$ cat config.mk
export PLATFORM = sky130hd
export DESIGN_NAME = aes_cfb_ctrl
export DESIGN_NICKNAME = d
export VERILOG_FILES = /design/src/rtl/core/aes_cfb_pkg.sv /design/src/rtl/core/aes_cfb_ctrl.sv
export SDC_FILE = /design/constraint.sdc
export NUM_CORES = 1
export LEC_CHECK = 0
export ABC_CLOCK_PERIOD_IN_PS = 1500
export CORE_AREA = 2 2 39 41
export DETAILED_ROUTE_END_ITERATION = 6
export DIE_AREA = 0 0 41 43
export DONT_BUFFER_PORTS = 1
export PLACE_DENSITY = 0.37
export SETUP_SLACK_MARGIN = 0.15
export SKIP_CTS_REPAIR_TIMING = 1
export SYNTH_ARGS = -nofsm -noshare
export SYNTH_HDL_FRONTEND = slang
export SYNTH_SLANG_ARGS = --single-unit
export TNS_END_PERCENT = 20
$ cat constraint.sdc
create_clock -name clk -period 1.5 [get_ports clk]
set_input_delay 0.075 -clock clk [delete_from_list [all_inputs] [get_ports clk]]
set_output_delay 0.075 -clock clk [all_outputs]
set_load 0.01 [all_outputs]
$ cat src/rtl/core/aes_cfb_pkg.sv
// Shared types, constants and AES helper functions for the AES-128 CFB unit.
`default_nettype none
package aes_cfb_pkg;

  localparam int BlockBits = 128;
  localparam int CountBits = 5;
  localparam int CfgIdxBits = 3;
  localparam int CfgDataBits = 64;
  // AES-128 runs ten rounds after the initial key addition.
  localparam int AesRounds = 10;

  localparam logic [CfgIdxBits-1:0] RegKeyHigh = 3'd0;
  localparam logic [CfgIdxBits-1:0] RegKeyLow  = 3'd1;
  localparam logic [CfgIdxBits-1:0] RegIvHigh  = 3'd2;
  localparam logic [CfgIdxBits-1:0] RegIvLow   = 3'd3;
  localparam logic [CfgIdxBits-1:0] RegDecrypt = 3'd4;

  typedef enum logic [1:0] {
    ST_IDLE,
    ST_RUN,
    ST_OUT
  } ctrl_state_t;

  // Controller commands to the datapath.
  typedef struct packed {
    logic load;   // capture the request and start round zero
    logic round;  // perform one AES round
    logic last;   // the round performed is the final one
    logic finish; // build the result and update the feedback
  } dp_cmd_t;

  typedef struct packed {
    logic [CountBits-1:0] count;
    logic                 first;
  } req_info_t;

  function automatic logic [7:0] sbox(input logic [7:0] a);
    logic [7:0] r;
    case (a)
      8'h00: r=8'h63; 8'h01: r=8'h7c; 8'h02: r=8'h77; 8'h03: r=8'h7b;
      8'h04: r=8'hf2; 8'h05: r=8'h6b; 8'h06: r=8'h6f; 8'h07: r=8'hc5;
      8'h08: r=8'h30; 8'h09: r=8'h01; 8'h0a: r=8'h67; 8'h0b: r=8'h2b;
      8'h0c: r=8'hfe; 8'h0d: r=8'hd7; 8'h0e: r=8'hab; 8'h0f: r=8'h76;
      8'h10: r=8'hca; 8'h11: r=8'h82; 8'h12: r=8'hc9; 8'h13: r=8'h7d;
      8'h14: r=8'hfa; 8'h15: r=8'h59; 8'h16: r=8'h47; 8'h17: r=8'hf0;
      8'h18: r=8'had; 8'h19: r=8'hd4; 8'h1a: r=8'ha2; 8'h1b: r=8'haf;
      8'h1c: r=8'h9c; 8'h1d: r=8'ha4; 8'h1e: r=8'h72; 8'h1f: r=8'hc0;
      8'h20: r=8'hb7; 8'h21: r=8'hfd; 8'h22: r=8'h93; 8'h23: r=8'h26;
      8'h24: r=8'h36; 8'h25: r=8'h3f; 8'h26: r=8'hf7; 8'h27: r=8'hcc;
      8'h28: r=8'h34; 8'h29: r=8'ha5; 8'h2a: r=8'he5; 8'h2b: r=8'hf1;
      8'h2c: r=8'h71; 8'h2d: r=8'hd8; 8'h2e: r=8'h31; 8'h2f: r=8'h15;
      8'h30: r=8'h04; 8'h31: r=8'hc7; 8'h32: r=8'h23; 8'h33: r=8'hc3;
      8'h34: r=8'h18; 8'h35: r=8'h96; 8'h36: r=8'h05; 8'h37: r=8'h9a;
      8'h38: r=8'h07; 8'h39: r=8'h12; 8'h3a: r=8'h80; 8'h3b: r=8'he2;
      8'h3c: r=8'heb; 8'h3d: r=8'h27; 8'h3e: r=8'hb2; 8'h3f: r=8'h75;
      8'h40: r=8'h09; 8'h41: r=8'h83; 8'h42: r=8'h2c; 8'h43: r=8'h1a;
      8'h44: r=8'h1b; 8'h45: r=8'h6e; 8'h46: r=8'h5a; 8'h47: r=8'ha0;
      8'h48: r=8'h52; 8'h49: r=8'h3b; 8'h4a: r=8'hd6; 8'h4b: r=8'hb3;
      8'h4c: r=8'h29; 8'h4d: r=8'he3; 8'h4e: r=8'h2f; 8'h4f: r=8'h84;
      8'h50: r=8'h53; 8'h51: r=8'hd1; 8'h52: r=8'h00; 8'h53: r=8'hed;
      8'h54: r=8'h20; 8'h55: r=8'hfc; 8'h56: r=8'hb1; 8'h57: r=8'h5b;
      8'h58: r=8'h6a; 8'h59: r=8'hcb; 8'h5a: r=8'hbe; 8'h5b: r=8'h39;
      8'h5c: r=8'h4a; 8'h5d: r=8'h4c; 8'h5e: r=8'h58; 8'h5f: r=8'hcf;
      8'h60: r=8'hd0; 8'h61: r=8'hef; 8'h62: r=8'haa; 8'h63: r=8'hfb;
      8'h64: r=8'h43; 8'h65: r=8'h4d; 8'h66: r=8'h33; 8'h67: r=8'h85;
      8'h68: r=8'h45; 8'h69: r=8'hf9; 8'h6a: r=8'h02; 8'h6b: r=8'h7f;
      8'h6c: r=8'h50; 8'h6d: r=8'h3c; 8'h6e: r=8'h9f; 8'h6f: r=8'ha8;
      8'h70: r=8'h51; 8'h71: r=8'ha3; 8'h72: r=8'h40; 8'h73: r=8'h8f;
      8'h74: r=8'h92; 8'h75: r=8'h9d; 8'h76: r=8'h38; 8'h77: r=8'hf5;
      8'h78: r=8'hbc; 8'h79: r=8'hb6; 8'h7a: r=8'hda; 8'h7b: r=8'h21;
      8'h7c: r=8'h10; 8'h7d: r=8'hff; 8'h7e: r=8'hf3; 8'h7f: r=8'hd2;
      8'h80: r=8'hcd; 8'h81: r=8'h0c; 8'h82: r=8'h13; 8'h83: r=8'hec;
      8'h84: r=8'h5f; 8'h85: r=8'h97; 8'h86: r=8'h44; 8'h87: r=8'h17;
      8'h88: r=8'hc4; 8'h89: r=8'ha7; 8'h8a: r=8'h7e; 8'h8b: r=8'h3d;
      8'h8c: r=8'h64; 8'h8d: r=8'h5d; 8'h8e: r=8'h19; 8'h8f: r=8'h73;
      8'h90: r=8'h60; 8'h91: r=8'h81; 8'h92: r=8'h4f; 8'h93: r=8'hdc;
      8'h94: r=8'h22; 8'h95: r=8'h2a; 8'h96: r=8'h90; 8'h97: r=8'h88;
      8'h98: r=8'h46; 8'h99: r=8'hee; 8'h9a: r=8'hb8; 8'h9b: r=8'h14;
      8'h9c: r=8'hde; 8'h9d: r=8'h5e; 8'h9e: r=8'h0b; 8'h9f: r=8'hdb;
      8'ha0: r=8'he0; 8'ha1: r=8'h32; 8'ha2: r=8'h3a; 8'ha3: r=8'h0a;
      8'ha4: r=8'h49; 8'ha5: r=8'h06; 8'ha6: r=8'h24; 8'ha7: r=8'h5c;
      8'ha8: r=8'hc2; 8'ha9: r=8'hd3; 8'haa: r=8'hac; 8'hab: r=8'h62;
      8'hac: r=8'h91; 8'had: r=8'h95; 8'hae: r=8'he4; 8'haf: r=8'h79;
      8'hb0: r=8'he7; 8'hb1: r=8'hc8; 8'hb2: r=8'h37; 8'hb3: r=8'h6d;
      8'hb4: r=8'h8d; 8'hb5: r=8'hd5; 8'hb6: r=8'h4e; 8'hb7: r=8'ha9;
      8'hb8: r=8'h6c; 8'hb9: r=8'h56; 8'hba: r=8'hf4; 8'hbb: r=8'hea;
      8'hbc: r=8'h65; 8'hbd: r=8'h7a; 8'hbe: r=8'hae; 8'hbf: r=8'h08;
      8'hc0: r=8'hba; 8'hc1: r=8'h78; 8'hc2: r=8'h25; 8'hc3: r=8'h2e;
      8'hc4: r=8'h1c; 8'hc5: r=8'ha6; 8'hc6: r=8'hb4; 8'hc7: r=8'hc6;
      8'hc8: r=8'he8; 8'hc9: r=8'hdd; 8'hca: r=8'h74; 8'hcb: r=8'h1f;
      8'hcc: r=8'h4b; 8'hcd: r=8'hbd; 8'hce: r=8'h8b; 8'hcf: r=8'h8a;
      8'hd0: r=8'h70; 8'hd1: r=8'h3e; 8'hd2: r=8'hb5; 8'hd3: r=8'h66;
      8'hd4: r=8'h48; 8'hd5: r=8'h03; 8'hd6: r=8'hf6; 8'hd7: r=8'h0e;
      8'hd8: r=8'h61; 8'hd9: r=8'h35; 8'hda: r=8'h57; 8'hdb: r=8'hb9;
      8'hdc: r=8'h86; 8'hdd: r=8'hc1; 8'hde: r=8'h1d; 8'hdf: r=8'h9e;
      8'he0: r=8'he1; 8'he1: r=8'hf8; 8'he2: r=8'h98; 8'he3: r=8'h11;
      8'he4: r=8'h69; 8'he5: r=8'hd9; 8'he6: r=8'h8e; 8'he7: r=8'h94;
      8'he8: r=8'h9b; 8'he9: r=8'h1e; 8'hea: r=8'h87; 8'heb: r=8'he9;
      8'hec: r=8'hce; 8'hed: r=8'h55; 8'hee: r=8'h28; 8'hef: r=8'hdf;
      8'hf0: r=8'h8c; 8'hf1: r=8'ha1; 8'hf2: r=8'h89; 8'hf3: r=8'h0d;
      8'hf4: r=8'hbf; 8'hf5: r=8'he6; 8'hf6: r=8'h42; 8'hf7: r=8'h68;
      8'hf8: r=8'h41; 8'hf9: r=8'h99; 8'hfa: r=8'h2d; 8'hfb: r=8'h0f;
      8'hfc: r=8'hb0; 8'hfd: r=8'h54; 8'hfe: r=8'hbb; 8'hff: r=8'h16;
      default: r = 8'h00;
    endcase
    return r;
  endfunction

  function automatic logic [7:0] xtime(input logic [7:0] a);
    return {a[6:0], 1'b0} ^ (a[7] ? 8'h1b : 8'h00);
  endfunction

  // Byte i of a 128-bit block, byte 0 most significant.
  function automatic logic [7:0] get_byte(input logic [BlockBits-1:0] v, input int i);
    return v[BlockBits-1-8*i -: 8];
  endfunction

endpackage
`default_nettype wire

$ cat src/rtl/core/aes_cfb_ctrl.sv
// Controller state machine sequencing the AES rounds of one request.
`default_nettype none
module aes_cfb_ctrl (
  input  wire  logic               clk,
  input  wire  logic               rst,
  input  wire  logic               in_valid,
  output       logic               in_ready,
  output       logic               out_valid,
  input  wire  logic               out_ready,
  output       aes_cfb_pkg::dp_cmd_t cmd
);
  import aes_cfb_pkg::*;

  localparam int CntBits = $clog2(AesRounds + 1);

  ctrl_state_t state, state_next;
  logic [CntBits-1:0] rnd, rnd_next;

  always_ff @(posedge clk) begin
    if (rst) begin
      state <= ST_IDLE;
      rnd   <= '0;
    end else begin
      state <= state_next;
      rnd   <= rnd_next;
    end
  end

  always_comb begin
    state_next = state;
    rnd_next   = rnd;
    cmd        = '0;
    in_ready   = 1'b0;
    out_valid  = 1'b0;
    unique case (state)
      ST_IDLE: begin
        in_ready = 1'b1;
        if (in_valid) begin
          cmd.load   = 1'b1;
          rnd_next   = CntBits'(1);
          state_next = ST_RUN;
        end
      end
      ST_RUN: begin
        cmd.round = 1'b1;
        rnd_next  = rnd + CntBits'(1);
        if (rnd == CntBits'(AesRounds)) begin
          cmd.last   = 1'b1;
          cmd.finish = 1'b1;
          state_next = ST_OUT;
        end
      end
      ST_OUT: begin
        out_valid = 1'b1;
        // The result register frees here, so a new request may load at once.
        if (out_ready) begin
          in_ready = 1'b1;
          if (in_valid) begin
            cmd.load   = 1'b1;
            rnd_next   = CntBits'(1);
            state_next = ST_RUN;
          end else begin
            state_next = ST_IDLE;
          end
        end
      end
      default: state_next = ST_IDLE;
    endcase
  end
endmodule
`default_nettype wire

==> results.cfg <==
[global_routing]
antenna_found_initial = 0
grt_pass1_wl_um = 1040
track_usage_pct = 9.23
grtUsageMet2_pct = 11.9
met3_usage_pct = 7.33
grt_use_met1_pct = 9.94
grt_max_degree = 7
grt.overflow.total = 0
grt_pass1_vias = 249
grt.busiest_layer = met2

[final_layout]
nNetsFinal = 52
antennaDiodeCount = 0
multi_input_area_um2 = 194
instances_no_fill = 60
fill_cells = 156
drive_gt1_share_pct = 25.0
syn2layout_area_growth_pct = 14.5
stdcell_area_um2 = 395
regArea_um2 = 123

[outcome]
status = finished, final reports clean

[worst_setup_path]
cp-end-kind = output pin
slowest_stage = dfxtp_2
crit_family = flip-flops
reg2reg_depth = 4
critPathKind = flip-flop to output pin
critPathLaunchType = flip-flop
crit_buf_inv = 2
cp.required_ns = 1.42
worstPathCellList = inv_1 -> ha_1 -> nand3b_1 -> nor2_2 -> buf_4
crit_cells = 5
crit_fanout = 3
cp.arrival_ns = 1.17
r2r_setup_slack_ns = 0.30
critPathMaxStageDelay_ns = 0.33

[die]
start_util_pct = 25.0
die_w_um = 41
core_area_um2 = 1380
die_area_um2 = 1760
num_rows = 14
io_pins = 10
die_h_um = 43

[power_and_ir_drop]
ir_drop_uv = 235
p_leak_uw = 0.000176
powerDensity_nw_per_um2 = 910
p_int_uw = 277
pwr-share-clk_pct = 40.5
seq_power_share_pct = 48.3
sw_frac_of_total_pct = 23.1
p_sw_uw = 83.1
share_comb_of_total_power_pct = 11.2

[min_path]
min_path_cells = 2
hp-class = input port to flip-flop

[clocking]
cts_buffers = 3
cts-root-buf = clkbuf_4
clk_latency_ns = 0.24
htree_num_levels = 1
clk_path_buf_depth = 2
cts_tree = yes
clk_pin_slew_ns = 0.04
cts.sinks = 6

[yosys]
async_reset_ff_share_pct = 0
synth.area.top_cells = dfxtp_1, ha_1, nor2_1
yosysTopAreaCell = dfxtp_1
netlist_top_cells_count = dfxtp_1, nor2_1, inv_1
synth-seq-cells = 6
ys_warn_count = 0
synth_enable_flop_cells = 0
netlist.area_leader.share_pct = 34.8
synthFlopType = dfxtp_1
synth_area_per_cell_um2 = 8.42
synthDistinctLibCells = 20
synth_cells = 41
postSynthNetCount = 47
seq_area_frac_synth_pct = 34.8
netlist_area_um2 = 345

[detailed_routing]
wirelength_um = 634
wl_per_cell_um = 10.6
drc = 0
final_antenna_net_count = 0
drtIter0Drc = 5
num_vias = 278
vias_per_cell = 4.63
first_pass_iters = 3

[timing]
hold_violations = 0
slew_violations = 0
setup_viol = 0
grt_setup_unrepaired = false
period_share_pct = 82.8
clock_skew_ns = 0.00117
maxSlewHeadroom_pct = 76.3
hold_slack_ns = 0.00703
fin_crit_ns = 1.24
timing.fmax_mhz = 805
setup_tns_ns = 0
worstMarginPinSlew_ns = 0.355

[placed_design]
dp_cells = 56
numPortBuffers = 0
placedInstanceArea_um2 = 358
place_congestion = 0.685
dpl.hpwl_um = 529

[flow_run]
cap_viol_max_count = 0
-- sequential cells by signal, summed over array words and instances, names as in the netlist --
signal and count:
rnd 4, state 2
-- final timing paths --
kind / to / start
max: cmd[0] / rnd[0]
min: rnd[2] / rst
max reg2reg: rnd[2] / state[0]
min reg2reg: rnd[2] / rnd[2]
-- metal layers --
layer / share of wire, % / vias to the layer above
met5: 0 / -
met4: 0 / 0
met3: 11 / 0
met2: 45 / 10
met1: 44 / 126
li1: - / 142
-- cells in the final DEF (no fill, tap or decap) --
cell type / n
nand2b_4: 1
or3_1: 1
a211oi_1: 1
nand3_1: 1
dlygate4sd3_1: 1
nand3b_1: 1
dfxtp_2: 2
nor2_2: 1
o21ai_0: 1
dfxtp_1: 4
xnor2_1: 1
a21oi_1: 4
and2_1: 2
nor3_1: 1
clkbuf_4: 3
mux2_2: 1
o21ba_2: 1
or2b_1: 1
ha_1: 2
a21o_1: 2
buf_4: 1
nor2_1: 5
and2b_2: 1
inv_1: 5
-- power by group through the flow --
stage               clock [µW]  combinational [µW]  sequential (µW)
floorplan                    0                34.8              174
global placement             0                36.7              175
detailed placement           0                37.7              176
CTS                        158                37.8              173
global route               169                45.2              175
finish                     146                40.3              174
-- per-stage QoR --
stage / worst slack, ns / total power, µW / utilization [%]
after floorplan: 0.357 / 208 / -
after global routing: 0.165 / 389 / 28.6
final: 0.258 / 360 / 28.6
after CTS: 0.154 / 368 / 27.5
after global placement: 0.300 / 212 / 25.9
after detailed placement: 0.277 / 213 / 25.9
-- cell type report --
cell class                 instances  share of cell area [%]
sequential                         6                    31.0
clock buffer                       3                    5.70
inverter                           5                    4.75
timing repair buffer               2                    4.43
multi-input combinational         28                    49.1
tap                               16                    5.06
-- cells by family (layout without fill, tap and decap cells) --
family          count (synthesis)  count (layout)  share of synthesized area, %
simple gates                   15              15                          25.7
compound gates                  9               9                          16.7
buf+inv                         7              10                          9.78
flops                           6               6                          34.8
fa+ha+maj                       2               2                          7.25
xor+xnor                        1               1                          2.54
mux                             1               1                          3.26
Note: power is estimated with default switching activity, not from simulation.
